`config.mk`:
```
export PLATFORM = sky130hd
export DESIGN_NAME = http_chunked_body_decoder_core
export DESIGN_NICKNAME = d
export VERILOG_FILES = /design/src/rtl/core/chd_pkg.sv /design/src/rtl/core/http_chunked_body_decoder_core.sv /design/src/rtl/core/chd_front.sv /design/src/rtl/core/chd_queue.sv /design/src/rtl/core/chd_back.sv
export SDC_FILE = /design/constraint.sdc
export NUM_CORES = 1
export LEC_CHECK = 0
export ABC_AREA = 1
export BUFFER_PORTS_ARGS = -buffer_cell sky130_fd_sc_hd__clkbuf_2
export CAP_MARGIN = 40
export CORE_UTILIZATION = 40
export DETAILED_ROUTE_END_ITERATION = 10
export GPL_TIMING_DRIVEN = 0
export PLACE_DENSITY = 0.59
export SETUP_SLACK_MARGIN = 0.15
export SYNTH_ARGS = -nofsm -noshare
export SYNTH_HDL_FRONTEND = slang
export SYNTH_SLANG_ARGS = --single-unit
```
`constraint.sdc`:
```
create_clock -name clk -period 1.7 [get_ports clk]
set_input_delay 0.34 -clock clk [delete_from_list [all_inputs] [get_ports clk]]
set_output_delay 0.34 -clock clk [all_outputs]
set_load 0.005 [all_outputs]
```
`src/rtl/core/chd_pkg.sv`:
```
// Shared types and constants for the chunked body decoder.
package chd_pkg;

  localparam int SIZE_BITS_DEFAULT   = 64;
  localparam int QUEUE_DEPTH_DEFAULT = 4;

  localparam logic [7:0] CH_CR    = 8'h0D;
  localparam logic [7:0] CH_LF    = 8'h0A;
  localparam logic [7:0] CH_SEMI  = 8'h3B;
  localparam logic [7:0] CH_SPACE = 8'h20;
  localparam logic [7:0] CH_TAB   = 8'h09;

  // One classified input word as it travels from front to back.
  typedef struct packed {
    logic       kind;      // end of stream / read failure
    logic [7:0] data;
    logic       is_hex;
    logic [3:0] hex_val;
    logic       is_space;  // SP, TAB, LF, VT, FF, CR
    logic       is_cr;
    logic       is_lf;
    logic       is_semi;
  } item_t;

endpackage

```
`src/rtl/core/http_chunked_body_decoder_core.sv`:
```
// Top level of the HTTP/1.1 chunked body decoder.
//
// Input stream (s_*): one word per received byte. s_tdata carries the byte,
// s_tuser marks end of stream or a read failure (data ignored then).
// Output stream (m_*): exactly one word per input word, in order. m_tdata is
// the decoded body byte (zero when none), m_tuser carries the flags
// body_valid, message_done and framing_error from bit 0 up.
// Size lines, chunk CR LF and trailers produce words with all flags low.
//
// Throughput: one word per cycle in both directions while the receiver keeps
// up. An accepted word is written into the front queue, then passes through the
// back end state machine into its output register before it shows on m_*.
// The front classifies bytes into a QUEUE_DEPTH-word queue; the back end
// pops one word a cycle while its output register is free or being taken.
// When the receiver stalls, the queue absorbs up to QUEUE_DEPTH words, then
// s_tready drops until the output drains.
// Reset (rst, synchronous): queue emptied, output cleared, decoder returned
// to the start of a chunk-size line. An end-of-stream word restarts it too,
// but one that arrives before the message is done is flagged and leaves the
// decoder halted until the next end of stream.
module http_chunked_body_decoder_core #(
  parameter int SIZE_BITS   = chd_pkg::SIZE_BITS_DEFAULT,
  parameter int QUEUE_DEPTH = chd_pkg::QUEUE_DEPTH_DEFAULT
) (
  input  logic       clk,
  input  logic       rst,
  input  logic       s_tvalid,
  output logic       s_tready,
  input  logic [7:0] s_tdata,   // [7:0] data_byte
  input  logic       s_tuser,   // [0] kind
  output logic       m_tvalid,
  input  logic       m_tready,
  output logic [7:0] m_tdata,   // [7:0] body_byte
  output logic [2:0] m_tuser    // [0] body_valid, [1] message_done, [2] framing_error
);

  chd_pkg::item_t push_item;
  chd_pkg::item_t head;
  logic           q_push;
  logic           q_pop;
  logic           q_full;
  logic           q_valid;

  chd_front u_front (
    .s_tvalid (s_tvalid),
    .s_tready (s_tready),
    .s_tdata  (s_tdata),
    .s_tuser  (s_tuser),
    .q_full   (q_full),
    .q_push   (q_push),
    .q_item   (push_item)
  );

  chd_queue #(
    .DEPTH (QUEUE_DEPTH)
  ) u_queue (
    .clk       (clk),
    .rst       (rst),
    .push      (q_push),
    .push_item (push_item),
    .pop       (q_pop),
    .head      (head),
    .full      (q_full),
    .not_empty (q_valid)
  );

  chd_back #(
    .SIZE_BITS (SIZE_BITS)
  ) u_back (
    .clk      (clk),
    .rst      (rst),
    .it       (head),
    .it_valid (q_valid),
    .it_pop   (q_pop),
    .m_tvalid (m_tvalid),
    .m_tready (m_tready),
    .m_tdata  (m_tdata),
    .m_tuser  (m_tuser)
  );

`ifndef SYNTHESIS
  // back end never pops an empty queue
  a_pop_nonempty: assert property (@(posedge clk) disable iff (rst)
    q_pop |-> q_valid)
    else $error("queue popped while empty");

  // at most one flag per output word
  a_flags_excl: assert property (@(posedge clk) disable iff (rst)
    m_tvalid |-> ($countones(m_tuser) <= 1))
    else $error("output flags not exclusive");

  // non-body words carry a zero byte
  a_byte_zero: assert property (@(posedge clk) disable iff (rst)
    (m_tvalid && !m_tuser[0]) |-> (m_tdata == 8'd0))
    else $error("nonzero byte on a non-body word");

  // nothing presented right after reset
  a_reset_idle: assert property (@(posedge clk)
    rst |=> !m_tvalid)
    else $error("output valid after reset");
`endif

endmodule

```
`src/rtl/core/chd_front.sv`:
```
// Front end: input handshake and byte classification.
module chd_front (
  input  logic             s_tvalid,
  output logic             s_tready,
  input  logic [7:0]       s_tdata,
  input  logic             s_tuser,
  input  logic             q_full,
  output logic             q_push,
  output chd_pkg::item_t   q_item
);

  logic is_digit;
  logic is_lower;
  logic is_upper;

  assign s_tready = !q_full;
  assign q_push   = s_tvalid && !q_full;

  always_comb begin
    is_digit = (s_tdata >= 8'h30) && (s_tdata <= 8'h39);
    is_lower = (s_tdata >= 8'h61) && (s_tdata <= 8'h66);
    is_upper = (s_tdata >= 8'h41) && (s_tdata <= 8'h46);

    q_item.kind     = s_tuser;
    q_item.data     = s_tdata;
    q_item.is_hex   = is_digit || is_lower || is_upper;
    // letters: low nibble 1..6 maps to 10..15
    q_item.hex_val  = is_digit ? s_tdata[3:0] : s_tdata[3:0] + 4'd9;
    q_item.is_space = (s_tdata == chd_pkg::CH_SPACE) ||
                      ((s_tdata >= chd_pkg::CH_TAB) && (s_tdata <= chd_pkg::CH_CR));
    q_item.is_cr    = (s_tdata == chd_pkg::CH_CR);
    q_item.is_lf    = (s_tdata == chd_pkg::CH_LF);
    q_item.is_semi  = (s_tdata == chd_pkg::CH_SEMI);
  end

endmodule

```
`src/rtl/core/chd_queue.sv`:
```
// Small FIFO of classified words between front and back.
module chd_queue #(
  parameter int DEPTH = chd_pkg::QUEUE_DEPTH_DEFAULT
) (
  input  logic           clk,
  input  logic           rst,
  input  logic           push,
  input  chd_pkg::item_t push_item,
  input  logic           pop,
  output chd_pkg::item_t head,
  output logic           full,
  output logic           not_empty
);

  localparam int PTR_W = (DEPTH > 1) ? $clog2(DEPTH) : 1;
  localparam int CNT_W = $clog2(DEPTH + 1);
  localparam logic [PTR_W-1:0] LAST  = PTR_W'(DEPTH - 1);
  localparam logic [CNT_W-1:0] FULLC = CNT_W'(DEPTH);

  chd_pkg::item_t     slots [DEPTH];
  logic [PTR_W-1:0]   wr_ptr;
  logic [PTR_W-1:0]   rd_ptr;
  logic [CNT_W-1:0]   count;

  assign full      = (count == FULLC);
  assign not_empty = (count != '0);
  assign head      = slots[rd_ptr];

  always_ff @(posedge clk) begin
    if (rst) begin
      wr_ptr <= '0;
      rd_ptr <= '0;
      count  <= '0;
    end else begin
      if (push) begin
        wr_ptr <= (wr_ptr == LAST) ? '0 : wr_ptr + 1'b1;
      end
      if (pop) begin
        rd_ptr <= (rd_ptr == LAST) ? '0 : rd_ptr + 1'b1;
      end
      if (push && !pop) begin
        count <= count + 1'b1;
      end else if (pop && !push) begin
        count <= count - 1'b1;
      end
    end
  end

  always_ff @(posedge clk) begin
    if (push) begin
      slots[wr_ptr] <= push_item;
    end
  end

endmodule

```
`src/rtl/core/chd_back.sv`:
```
// Back end: framing state machine, size counter and output register.
module chd_back #(
  parameter int SIZE_BITS = chd_pkg::SIZE_BITS_DEFAULT
) (
  input  logic           clk,
  input  logic           rst,
  input  chd_pkg::item_t it,
  input  logic           it_valid,
  output logic           it_pop,
  output logic           m_tvalid,
  input  logic           m_tready,
  output logic [7:0]     m_tdata,
  output logic [2:0]     m_tuser
);

  typedef enum logic [2:0] {
    PH_LEAD, PH_DIGITS, PH_TAIL, PH_EXT, PH_DATA, PH_SKIP, PH_TRAILER, PH_HALT
  } phase_t;

  phase_t                 phase, phase_next, ph;
  logic [SIZE_BITS-1:0]   size_count, size_next;
  logic                   digit_seen, digit_next;
  logic                   cr_pending, cr_next;
  logic                   line_nonempty, line_next;
  logic [1:0]             skip_left, skip_next;
  logic                   r_valid, r_done, r_err;
  logic [7:0]             r_byte;
  logic                   top_nz;

  assign it_pop = it_valid && (!m_tvalid || m_tready);
  assign top_nz = (size_count[SIZE_BITS-1 -: 4] != 4'd0);

  always_comb begin
    phase_next = phase;
    size_next  = size_count;
    digit_next = digit_seen;
    cr_next    = cr_pending;
    line_next  = line_nonempty;
    skip_next  = skip_left;
    r_valid    = 1'b0;
    r_byte     = 8'd0;
    r_done     = 1'b0;
    r_err      = 1'b0;
    ph         = phase;

    if (it.kind) begin
      r_err      = (phase != PH_HALT);
      phase_next = PH_LEAD;
      size_next  = '0;
      digit_next = 1'b0;
      cr_next    = 1'b0;
      line_next  = 1'b0;
      skip_next  = 2'd0;
    end else begin
      unique case (phase)
        PH_LEAD, PH_DIGITS, PH_TAIL, PH_EXT: begin
          if (cr_pending && it.is_lf) begin
            cr_next = 1'b0;
            if (!digit_seen) begin
              r_err = 1'b1;
            end else if (size_count == '0) begin
              phase_next = PH_TRAILER;
              line_next  = 1'b0;
            end else begin
              phase_next = PH_DATA;
            end
          end else begin
            // a held CR that was not a line end counts as whitespace
            if (cr_pending) begin
              cr_next = 1'b0;
              if (ph == PH_DIGITS) ph = PH_TAIL;
            end
            phase_next = ph;
            if (it.is_cr) begin
              cr_next = 1'b1;
            end else if (ph == PH_EXT) begin
              phase_next = PH_EXT;
            end else if (it.is_semi) begin
              if (!digit_seen) r_err = 1'b1;
              else phase_next = PH_EXT;
            end else if (it.is_space) begin
              if (ph == PH_DIGITS) phase_next = PH_TAIL;
            end else if (!it.is_hex || ph == PH_TAIL || top_nz) begin
              r_err = 1'b1;
            end else begin
              size_next  = {size_count[SIZE_BITS-5:0], it.hex_val};
              digit_next = 1'b1;
              phase_next = PH_DIGITS;
            end
          end
        end
        PH_DATA: begin
          r_valid   = 1'b1;
          r_byte    = it.data;
          size_next = size_count - 1'b1;
          if (size_count == SIZE_BITS'(1)) begin
            phase_next = PH_SKIP;
            skip_next  = 2'd2;
          end
        end
        PH_SKIP: begin
          skip_next = skip_left - 2'd1;
          if (skip_left == 2'd1) begin
            phase_next = PH_LEAD;
            size_next  = '0;
            digit_next = 1'b0;
            cr_next    = 1'b0;
          end
        end
        PH_TRAILER: begin
          if (cr_pending && it.is_lf) begin
            cr_next   = 1'b0;
            line_next = 1'b0;
            if (!line_nonempty) begin
              r_done     = 1'b1;
              phase_next = PH_HALT;
            end
          end else if (it.is_cr) begin
            if (cr_pending) line_next = 1'b1;
            cr_next = 1'b1;
          end else begin
            line_next = 1'b1;
            cr_next   = 1'b0;
          end
        end
        PH_HALT: begin
          phase_next = PH_HALT;
        end
        default: begin
          phase_next = PH_HALT;
        end
      endcase
    end

    if (r_err) phase_next = PH_HALT;
  end

  always_ff @(posedge clk) begin
    if (rst) begin
      phase         <= PH_LEAD;
      size_count    <= '0;
      digit_seen    <= 1'b0;
      cr_pending    <= 1'b0;
      line_nonempty <= 1'b0;
      skip_left     <= 2'd0;
      m_tvalid      <= 1'b0;
    end else begin
      if (it_pop) begin
        phase         <= phase_next;
        size_count    <= size_next;
        digit_seen    <= digit_next;
        cr_pending    <= cr_next;
        line_nonempty <= line_next;
        skip_left     <= skip_next;
        m_tvalid      <= 1'b1;
        m_tdata       <= r_byte;
        m_tuser       <= {r_err, r_done, r_valid};
      end else if (m_tready) begin
        m_tvalid <= 1'b0;
      end
    end
  end

endmodule
```
==> reports/results.tsv, run 1 <==
stage	metric	value	unit
power	p_per_area	2130	nW/µm²
synth	ys_seq_elements	165	
status	violations	setup timing	
timing	finalHoldViolations	0	
min_path	hp-class	in -> reg	
synth	synthTopCellsByArea	edfxtp_1, dfxtp_1, nand2_1	
timing	slew_headroom	0.417	
cts	ctsHoldBuffers	0	
synth	synth_edf_count	83	
timing	tightestPinTransition	0.875	ns
cells_and_area	final_cell_mix	nand2_1, nor2_1, inv_1, a21oi_1, nand3_1	
flow_run	drv_cap	0	
cts	cts_root_buf	clkbuf_16	
timing	tns	-23.72	ns
cts	ctsLongestPathBuffers	2	
worst_setup_path	cp.required	2.07	ns
timing	layout_min_cycle_time	2.11	ns
cells_and_area	fin_util	0.552	
floorplanning	io_pins	26	
timing	slew_viol_final	0	
power	ir_drop	0.000884	V
cells_and_area	multiInputGateArea	5700	µm²
cts	clkTransAtPathRegs	0.08	ns
cts	cts_max_level	4	
cells_and_area	syn2layout_area_growth	34.5	%
worst_setup_path	critPathLaunchType	register	
worst_setup_path	cp_common_cell	nand2_1	
global_route	grt_start_max_net_pins	21	
timing	finalSetupViolations	80	
synth	yosys_most_used_dff	edfxtp_1	
worst_setup_path	cp-endpoint	u_back.size_count[44]	
synth	synth.distinct_cells	42	
timing	fin_crit_sh	1.24	
floorplanning	core	23600	µm²
synth	syn_area	9690	µm²
synth	syn_inst	1386	
route	vias	10300	
cells_and_area	final_common_cell	nand2_1	
min_path	hold_path_depth	1	
worst_setup_path	r2r_setup_slack	-0.41	ns
worst_setup_path	r2r_end	u_back.size_count[44]	
worst_setup_path	worst_ep_arrival_time	2.48	ns
synth	syn_nets	1414	
cells_and_area	nFillCells	2296	
place	portBuffers	25	
synth	synthArstFlopShare	0	
synth	ys_seq_area_frac	0.427	
place	place.gp.congestion	1.02	
worst_setup_path	critPathTopFamily	simple AND/OR/NAND/NOR gates	
route	first_pass_iters	9	
power	p_leak	0.00533	µW
floorplanning	die_h	158	µm
worst_setup_path	path_cells	nor2_2, nand3_1, nor2_1, nand2_1, inv_1, nand2_1, nand2_2, nand3_4, buf_12, nor2_4, buf_12, nand2_1, a21oi_1	
place	dp_hpwl	24.7	mm
floorplanning	start_util	0.410	
global_route	grt.total_usage	0.289	
route	wl	36.5	mm
route	viasPerCell	5.56	
cells_and_area	finalNetCount	1540	
worst_setup_path	worstSetupEndpointType	register	
global_route	grt_pass1_vias	9308	
timing	fin_ws	-0.408	ns
worst_setup_path	path_depth	13	
global_route	overflow	0	
floorplanning	rows	56	
status	status	finished with violations	
synth	yosysTopAreaCellShare	0.257	
floorplanning	dieArea	24800	µm²
timing	fmax	474	MHz
worst_setup_path	crit_path_max_incr_delay	0.36	ns
cts	cts_sinks	165	
cts	numCtsBuffers	17	
route	drtIter0Drc	827	
floorplanning	die_w	158	µm
worst_setup_path	cp_slowest_cell	dfxtp_1	
timing	clock_skew	0.0131	ns
synth	synth_warnings	0	
worst_setup_path	reg2reg_depth	13	
worst_setup_path	rr_startpoint	u_back.size_count[60]	
cells_and_area	drive_above_1_share	0.266	
timing	rsz0062_at_grt	true	
cts	clk_latency	0.46	ns
cells_and_area	register_area	4160	µm²
route	detail-route-antenna-nets	0	
cts	cts_tree	done	
global_route	antenna_found_initial	0	
worst_setup_path	path_class	reg -> reg	
route	post_drt_wl_per_cell	19.8	µm
synth	yosysTopAreaCell	edfxtp_1	
worst_setup_path	cp_num_buf_inv	3	
cells_and_area	antenna_cells	0	
worst_setup_path	cp_max_fo	9	
global_route	grt_pass1_wl	52.9	mm
synth	syn_avg_cell_area	6.99	µm²
worst_setup_path	critPathLaunch	u_back.size_count[60]	
route	post-route-drc-count	0	
==> area by class of cell <==
class                   instances  area share
multi-input cells            1038       0.437
flip-flops and latches        165       0.320
repair buffers                107      0.0807
inverters                     133      0.0449
plain buffers                  50      0.0395
clock buffers                  17      0.0326
well taps                     319      0.0306
clock inverters                15      0.0147
==> cell usage after synthesis, drive strengths merged (4+ instances only) <==
cell and n:
nand2 358, nor2 252, inv 133, a21oi 130, nand3 109, o21ai 105, edfxtp 83, dfxtp 82
buf 29, clkbuf 21, nand4 19, ha 14, xor2 12, nor3 8, o22ai 7, a31oi 4
o32ai 4
==> worst register-to-register path, cell delays in order (launching register included) <==
cell	delay, ns
dfxtp_1	0.36
nor2_2	0.27
nand3_1	0.17
nor2_1	0.13
nand2_1	0.08
inv_1	0.07
nand2_1	0.06
nand2_2	0.10
nand3_4	0.12
buf_12	0.18
nor2_4	0.14
buf_12	0.15
nand2_1	0.06
a21oi_1	0.13
==> stage by stage <==
| stage | cells | hold WS (ns) | power, µW | setup slack [ns] | area, µm² |
|---|---|---|---|---|---|
| final | 1844 | 0.102 | 27800 | -0.408 | 13000 |
| after global routing | 1844 | 0.101 | 29200 | -0.488 | 13000 |
| after CTS | 1804 | 0.0891 | 24500 | -0.308 | 12000 |
| after detailed placement | 1735 | 0.461 | 17700 | -0.846 | 10400 |
| after global placement | 1730 | 0.447 | 17600 | -0.817 | 10300 |
| after floorplan | 1386 | 0.433 | 13800 | 0.00672 | 9820 |
==> cell families after synthesis <==
logic type | count (synthesis) | synth area share
AO/OA/AOI/OAI | 260 | 0.141
XOR/XNOR | 12 | 0.0108
adder cells (fa/ha/maj) | 15 | 0.0202
buffers and inverters | 183 | 0.0823
flip-flops | 165 | 0.427
AND/OR/NAND/NOR | 751 | 0.319
==> what timing repair did <==
action / 4_1_cts / 5_1_grt
endpoints found under the hold margin: 0 / 0
endpoints found under the setup margin: 115 / 138
pin swaps: 19 / 44
setup buffers: 32 / 34
cloned: 5 / 6
gates resized for setup: 192 / 183
==> state kept, by name, indices dropped and copies added (netlist names), 3 cells and up, named ones only <==
name and cells:
u_back.m_tdata 8, u_back.m_tuser 3, u_back.phase 3, u_back.size_count 64
u_queue.count 3, u_queue.slots 72
==> report_power, final <==
group / switching, µW / internal, µW
Clock: 2070 / 2010
Sequential: 661 / 4960
Combinational: 11200 / 6890
==> worst min path at each step <==
stage / startpoint / end / slack [ns]
final: s_tuser / u_queue.slots[3][17] / 0.10
after global routing: s_tuser / u_queue.slots[3][17] / 0.10
after CTS: s_tuser / u_queue.slots[3][17] / 0.09
after detailed placement: u_back.skip_left[1] / u_back.skip_left[1] / 0.46
after global placement: u_back.skip_left[1] / u_back.skip_left[1] / 0.45
after floorplan: u_back.skip_left[1] / u_back.skip_left[1] / 0.43
==> metal layers <==
| layer | vias up | GRT usage | share of wire |
|---|---|---|---|
| met5 | - | 0 | 0 |
| met4 | 0 | 0.135 | 0.048 |
| met3 | 119 | 0.0435 | 0.068 |
| met2 | 431 | 0.497 | 0.48 |
| met1 | 4854 | 0.356 | 0.40 |
| li1 | 4855 | - | - |
Power figures use the tool's default switching activity.
==> inputs of run 2 (changes only) <==
SYNTH_HIERARCHICAL = 1   (was default)
==> reports/results.tsv, run 2 <==
stage	metric	value	unit	change
cells_and_area	biggestRegsByFlops	u_queue/slots (72), u_back/size_count (64), u_back/m_tdata (8)		
min_path	hp-class	in -> reg		
floorplanning	core	23700	µm²	+0.30%
synth	syn_area	9750	µm²	+0.61%
status	status	finished with violations		
cells_and_area	antenna_cells	0		unchanged
cells_and_area	final_common_cell	nand2_1		
flow_run	drv_cap	0		unchanged
floorplanning	rows	56		unchanged
timing	slew_headroom	0.398		-0.0193
timing	tightestPinTransition	0.904	ns	+0.0290 ns
timing	slew_viol_final	0		unchanged
cells_and_area	final_cell_mix	nand2_1, nor2_1, inv_1, a21oi_1		
cts	numCtsBuffers	17		unchanged
floorplanning	die_h	158	µm	+0.30%
global_route	antenna_found_initial	0		unchanged
cts	ctsLongestPathBuffers	2		unchanged
synth	ys_seq_area_frac	0.424		-0.00258
timing	fin_ws	-0.544	ns	-0.136 ns
worst_setup_path	critPathLaunchType	register		
timing	fmax	446	MHz	-6.1%
synth	yosys.area_share.simple	0.339		+0.0207
cts	cts_max_level	4		unchanged
cells_and_area	fin_util	0.514		-0.0376
synth	yosysTopAreaCellShare	0.256		-0.00155
synth	yosys_most_used_dff	edfxtp_1		
synth	yosysMostFrequentCell	nand2_1		
worst_setup_path	cp_max_fo	8		-1
synth	synthAdderAreaFrac	0.0200		-0.000122
cells_and_area	drive_above_1_share	0.184		-0.0814
route	post-route-drc-count	0		unchanged
timing	rsz0062_at_grt	true		
route	detail-route-antenna-nets	0		unchanged
floorplanning	start_util	0.412		+0.00127
timing	finalSetupViolations	82		+2.5%
synth	synthTopCellsByArea	edfxtp_1, dfxtp_1, nand2_1		
synth	synth_warnings	6		+6
synth	synth.distinct_cells	41		-2.4%
route	post_drt_wl_per_cell	17.1	µm	-14%
route	wl	31.6	mm	-13%
synth	yosys-top-cells-count	nand2_1, nor2_1, inv_1		
global_route	grt_pass1_wl	48.9	mm	-7.6%
synth	synth-xor-area-share	0.00449		-0.00636
synth	syn_inst	1418		+2.3%
cts	cts_tree	done		
synth	syn_avg_cell_area	6.87	µm²	-1.7%
cts	clk_latency	0.45	ns	about the same
global_route	grt.total_usage	0.262		-0.0271
floorplanning	io_pins	26		unchanged
cells_and_area	regMostFlops	u_queue/slots		
global_route	grt_pass1_vias	9061		-2.7%
place	dp_hpwl	22.5	mm	-8.7%
timing	fin_crit_sh	1.32		+0.0799
worst_setup_path	worstSetupEndpointType	register		
cells_and_area	syn2layout_area_growth	25.0	%	
synth	synth_mux_area_frac	0		unchanged
route	viasPerCell	5.27		-5.3%
timing	layout_min_cycle_time	2.24	ns	+0.136 ns
place	place.gp.congestion	1.03		+1.4%
cts	cts_sinks	165		unchanged
floorplanning	dieArea	25000	µm²	+0.60%
route	vias	9748		-5.0%
worst_setup_path	cp.required	2.01	ns	-0.06 ns
synth	synth_edf_count	83		unchanged
synth	yosysTopAreaCell	edfxtp_1		
worst_setup_path	path_class	reg -> reg		
route	first_pass_iters	7		-2
place	portBuffers	23		-8.0%
cts	cts_root_buf	clkbuf_16		
cts	clkTransAtPathRegs	0.08	ns	about the same
global_route	grt_start_max_net_pins	20		-4.8%
timing	finalHoldViolations	0		unchanged
floorplanning	die_w	158	µm	+0.30%
cells_and_area	finalNetCount	1546		+0.39%
worst_setup_path	worst_ep_arrival_time	2.55	ns	+0.07 ns
timing	clock_skew	0.0161	ns	+0.00293 ns
status	violations	setup timing		
cells_and_area	largest_reg_flops	72		unchanged
route	drtIter0Drc	869		+5.1%
global_route	overflow	0		unchanged
synth	synth_top_family_by_area	simple AND/OR/NAND/NOR gates		
synth	ys_seq_elements	165		unchanged
synth	syn_nets	1446		+2.3%
synth	synthArstFlopShare	0		unchanged
synth	synth-compound-area-share	0.131		-0.0104
[run 2: kinds of logic after synthesis]
kind of cell | after synthesis
simple gates | 823
fa+ha+maj | 15
buf+inv | 167
xor+xnor | 5
flops | 165
compound gates | 243
[run 2: worst paths after layout]
path | endpoint | slack [ns] | start | depth (start not counted)
worst max register to register | u_back/size_count[26] | -0.54 | register | 12
worst min register to register | u_back/skip_left[1] | 0.47 | u_back/skip_left[1] | 2
worst max-delay path | u_back/size_count[26] | -0.54 | register | 12
worst min-delay path | u_queue/slots[0][12] | 0.09 | s_tdata[3] | 1
[run 2: area by class of cell]
| cell class | count | area [µm²] |
|---|---|---|
| clock buffer | 17 | 425 |
| inverter | 112 | 469 |
| buffer | 55 | 536 |
| fill | 2382 | 11500 |
| sequential | 165 | 4140 |
| tap | 319 | 399 |
| timing repair buffer | 81 | 743 |
| multi-input combinational | 1086 | 5300 |
| clock inverter | 15 | 165 |
[run 2: per-layer routing]
layer | up-vias | wire length, µm | part of all wire | track usage
li1 | 4826 | - | - | -
met1 | 4435 | 13300 | 0.42 | 0.329
met2 | 404 | 15100 | 0.48 | 0.444
met3 | 83 | 1900 | 0.060 | 0.0345
met4 | 0 | 1350 | 0.043 | 0.125
met5 | - | 0 | 0 | 0
[run 2: repair_timing]
action | in CTS | in global routing
endpoints found under the setup margin | 159 | 86
pin swaps | 11 | 19
hold buffers | 0 | 0
gates resized for setup | 94 | 85
setup buffers | 42 | 10
hold endpoints to repair | 0 | 0
cloned | 2 | 2
[run 2: worst max-delay path: stages, from the launching register on]
cell and delay [ns]:
dfxtp_2 0.33, buf_12 0.15, o21ai_0 0.34, o22ai_4 0.15
nor3_4 0.27, nor2_4 0.09, nand4_4 0.14, clkinv_4 0.10
buf_12 0.15, buf_12 0.12, buf_8 0.12, nand2_1 0.07
a21oi_2 0.05
[run 2: stage by stage]
step / TNS, ns / hold WS (ns) / cell area, µm² / setup slack, ns / cells
2_1_floorplan: -8.62 / 0.403 / 9860 / -0.178 / 1418
3_3_place_gp: -67.15 / 0.447 / 10400 / -0.750 / 1760
3_5_place_dp: -61.27 / 0.461 / 10400 / -0.796 / 1762
4_1_cts: -32.74 / 0.0784 / 11800 / -0.490 / 1838
5_1_grt: -45.07 / 0.0808 / 12200 / -0.648 / 1850
6_report: -36.09 / 0.0885 / 12200 / -0.544 / 1850
Power of run 2 is left out: the tool's default activity adds up to more than one toggle a clock period on the data nets, which glitch-free logic cannot reach.
==> inputs of run 3 (changes only) <==
ABC_AREA = default   (was 1)
CORE_UTILIZATION = 57   (was 40)
PLACE_DENSITY = 0.79   (was 0.59)
SLEW_MARGIN = 25   (was default)
==> reports/results.tsv, run 3 <==
stage	metric	value	unit	change
cts	ctsLongestPathBuffers	2		unchanged
floorplanning	start_util	0.587		+0.175
synth	yosys-top-cells-count	edfxtp_1, dfxtp_1, nand2_1		
cells_and_area	final_common_cell	edfxtp_1		
cts	cts_max_level	4		unchanged
worst_setup_path	cp_num_buf_inv	3		-2
route	wl	30.8	mm	-2.6%
synth	synthTopCellsByArea	edfxtp_1, dfxtp_1, o21ai_0		
min_path	hp-class	in -> reg		
synth	syn_inst	890		-37%
place	place.gp.congestion	0.950		-8.1%
global_route	overflow	0		unchanged
synth	synth_edf_count	83		unchanged
route	detail-route-antenna-nets	0		unchanged
cells_and_area	finalNetCount	1026		-34%
timing	finalSetupViolations	85		+3.7%
timing	rsz0062_at_grt	true		
cells_and_area	final_cell_mix	edfxtp_1, dfxtp_1, nor2_1, nand2_1, buf_4		
cts	numCtsBuffers	17		unchanged
floorplanning	core	15300	µm²	-35%
floorplanning	dieArea	16300	µm²	-35%
cells_and_area	drive_above_1_share	0.344		+0.159
place	portBuffers	24		+4.3%
floorplanning	die_h	128	µm	-19%
synth	yosysTopAreaCellShare	0.277		+0.0217
floorplanning	die_w	128	µm	-19%
cells_and_area	syn2layout_area_growth	31.2	%	
route	first_pass_iters	9		+2
timing	fin_ws	-1.28	ns	-0.734 ns
cts	clkTransAtPathRegs	0.07	ns	about the same
timing	fin_crit_sh	1.75		+0.432
worst_setup_path	r2r_setup_slack	-1.28	ns	-0.73 ns
synth	synth_warnings	6		unchanged
worst_setup_path	worstSetupEndpointType	register		
cells_and_area	antenna_cells	0		unchanged
route	post_drt_wl_per_cell	25.2	µm	+48%
route	vias	8600		-12%
route	drtIter0Drc	1618		+86%
global_route	grt_pass1_vias	7951		-12%
cts	cts_tree	done		
synth	yosys_most_used_dff	edfxtp_1		
cts	cts_root_buf	clkbuf_16		
synth	syn_nets	918		-37%
worst_setup_path	crit_path_max_incr_delay	0.55	ns	+0.21 ns
synth	synthArstFlopShare	0		unchanged
global_route	grt_start_max_net_pins	19		-5.0%
cts	cts_sinks	165		unchanged
status	violations	setup timing		
worst_setup_path	critPathTopFamily	simple AND/OR/NAND/NOR gates		
global_route	grt.total_usage	0.365		+0.102
status	status	finished with violations		
worst_setup_path	cp.required	2.04	ns	+0.03 ns
cells_and_area	finalNonFillerCells	1221		-34%
route	viasPerCell	7.04		+34%
cells_and_area	biggestRegsByFlops	u_queue/slots (72), u_back/size_count (64), u_back/m_tdata (8)		
cells_and_area	fin_util	0.770		+0.255
worst_setup_path	cp_common_cell	buf_12		
timing	slew_headroom	0.327		-0.0708
synth	synth.distinct_cells	86		+110%
timing	layout_min_cycle_time	2.98	ns	+0.734 ns
floorplanning	io_pins	26		unchanged
synth	syn_area	8980	µm²	-7.8%
worst_setup_path	worst_ep_arrival_time	3.32	ns	+0.77 ns
floorplanning	rows	45		-20%
cells_and_area	regMostFlops	u_queue/slots		
flow_run	drv_cap	0		unchanged
synth	yosysMostFrequentCell	edfxtp_1		
worst_setup_path	path_class	reg -> reg		
global_route	grt_pass1_wl	44.5	mm	-9.1%
cts	clk_latency	0.45	ns	about the same
worst_setup_path	cp_max_fo	7		-1
timing	slew_viol_final	0		unchanged
synth	yosysTopAreaCell	edfxtp_1		
global_route	antenna_found_initial	0		unchanged
route	post-route-drc-count	0		unchanged
place	dp_cells	1125		-36%
timing	clock_skew	0.0131	ns	-0.00296 ns
worst_setup_path	cp_slowest_cell	mux4_2		
place	dp_hpwl	17.9	mm	-21%
timing	fmax	336	MHz	-25%
synth	ys_seq_area_frac	0.460		+0.0360
synth	syn_avg_cell_area	10.1	µm²	+47%
timing	tightestPinTransition	1.01	ns	+0.106 ns
cells_and_area	largest_reg_flops	72		unchanged
synth	ys_seq_elements	165		unchanged
worst_setup_path	path_cells	buf_12, buf_12, mux4_2, nor3_1, and4_4, o221a_4, nor2_4, buf_8, a221o_1		
worst_setup_path	critPathLaunchType	register		
timing	finalHoldViolations	0		unchanged
[run 3: cells by family (layout without fill, tap and decap cells)]
kind of cell | after synthesis | after routing | share of synthesized area
adder cells (fa/ha/maj) | 15 | 15 | 0.0217
XOR/XNOR | 28 | 28 | 0.0273
AND/OR/NAND/NOR | 329 | 332 | 0.207
AO/OA/AOI/OAI | 238 | 238 | 0.178
multiplexers | 27 | 27 | 0.0586
buffers and inverters | 88 | 205 | 0.0469
flip-flops | 165 | 165 | 0.460
[run 3: final timing paths]
kind / start / end / cells past startpoint
worst max-delay path: register / u_back/size_count[29] / 9
worst max register to register: register / u_back/size_count[29] / 9
worst min register to register: u_queue/count[2] / u_queue/count[2] / 2
worst min-delay path: s_tuser / u_queue/slots[2][17] / 1
[run 3: layer usage]
layer / global-route usage / part of all wire / up-vias
met5: 0 / 0 / -
met4: 0.174 / 0.054 / 0
met3: 0.0934 / 0.11 / 191
met2: 0.558 / 0.45 / 665
met1: 0.485 / 0.39 / 4117
li1: - / - / 3627
[run 3: metrics by stage]
| step | cell area, µm² | hold WS (ns) | setup TNS, ns | setup slack [ns] |
|---|---|---|---|---|
| after detailed placement | 9840 | 0.487 | -95.02 | -1.37 |
| after floorplan | 9460 | 0.405 | -44.78 | -0.737 |
| after global routing | 11800 | 0.0901 | -85.29 | -1.24 |
| after global placement | 9840 | 0.465 | -88.82 | -1.29 |
| after CTS | 11200 | 0.0982 | -63.49 | -0.919 |
| final | 11800 | 0.103 | -86.65 | -1.28 |
[run 3: layout make-up]
class | instances | area, µm²
multi-input cells | 640 | 5300
flip-flops and latches | 165 | 4140
fillers | 945 | 3530
repair buffers | 86 | 791
plain buffers | 63 | 571
clock buffers | 17 | 425
well taps | 211 | 264
clock inverters | 14 | 155
inverters | 25 | 139
[run 3: what timing repair did]
item | in CTS | in global routing
cloned | 6 | 3
hold buffers | 0 | 0
buffers inserted | 34 | 22
endpoints found under the setup margin | 174 | 135
pin swaps | 30 | 33
resized for setup | 117 | 96
Power of run 3 is left out for the same reason.
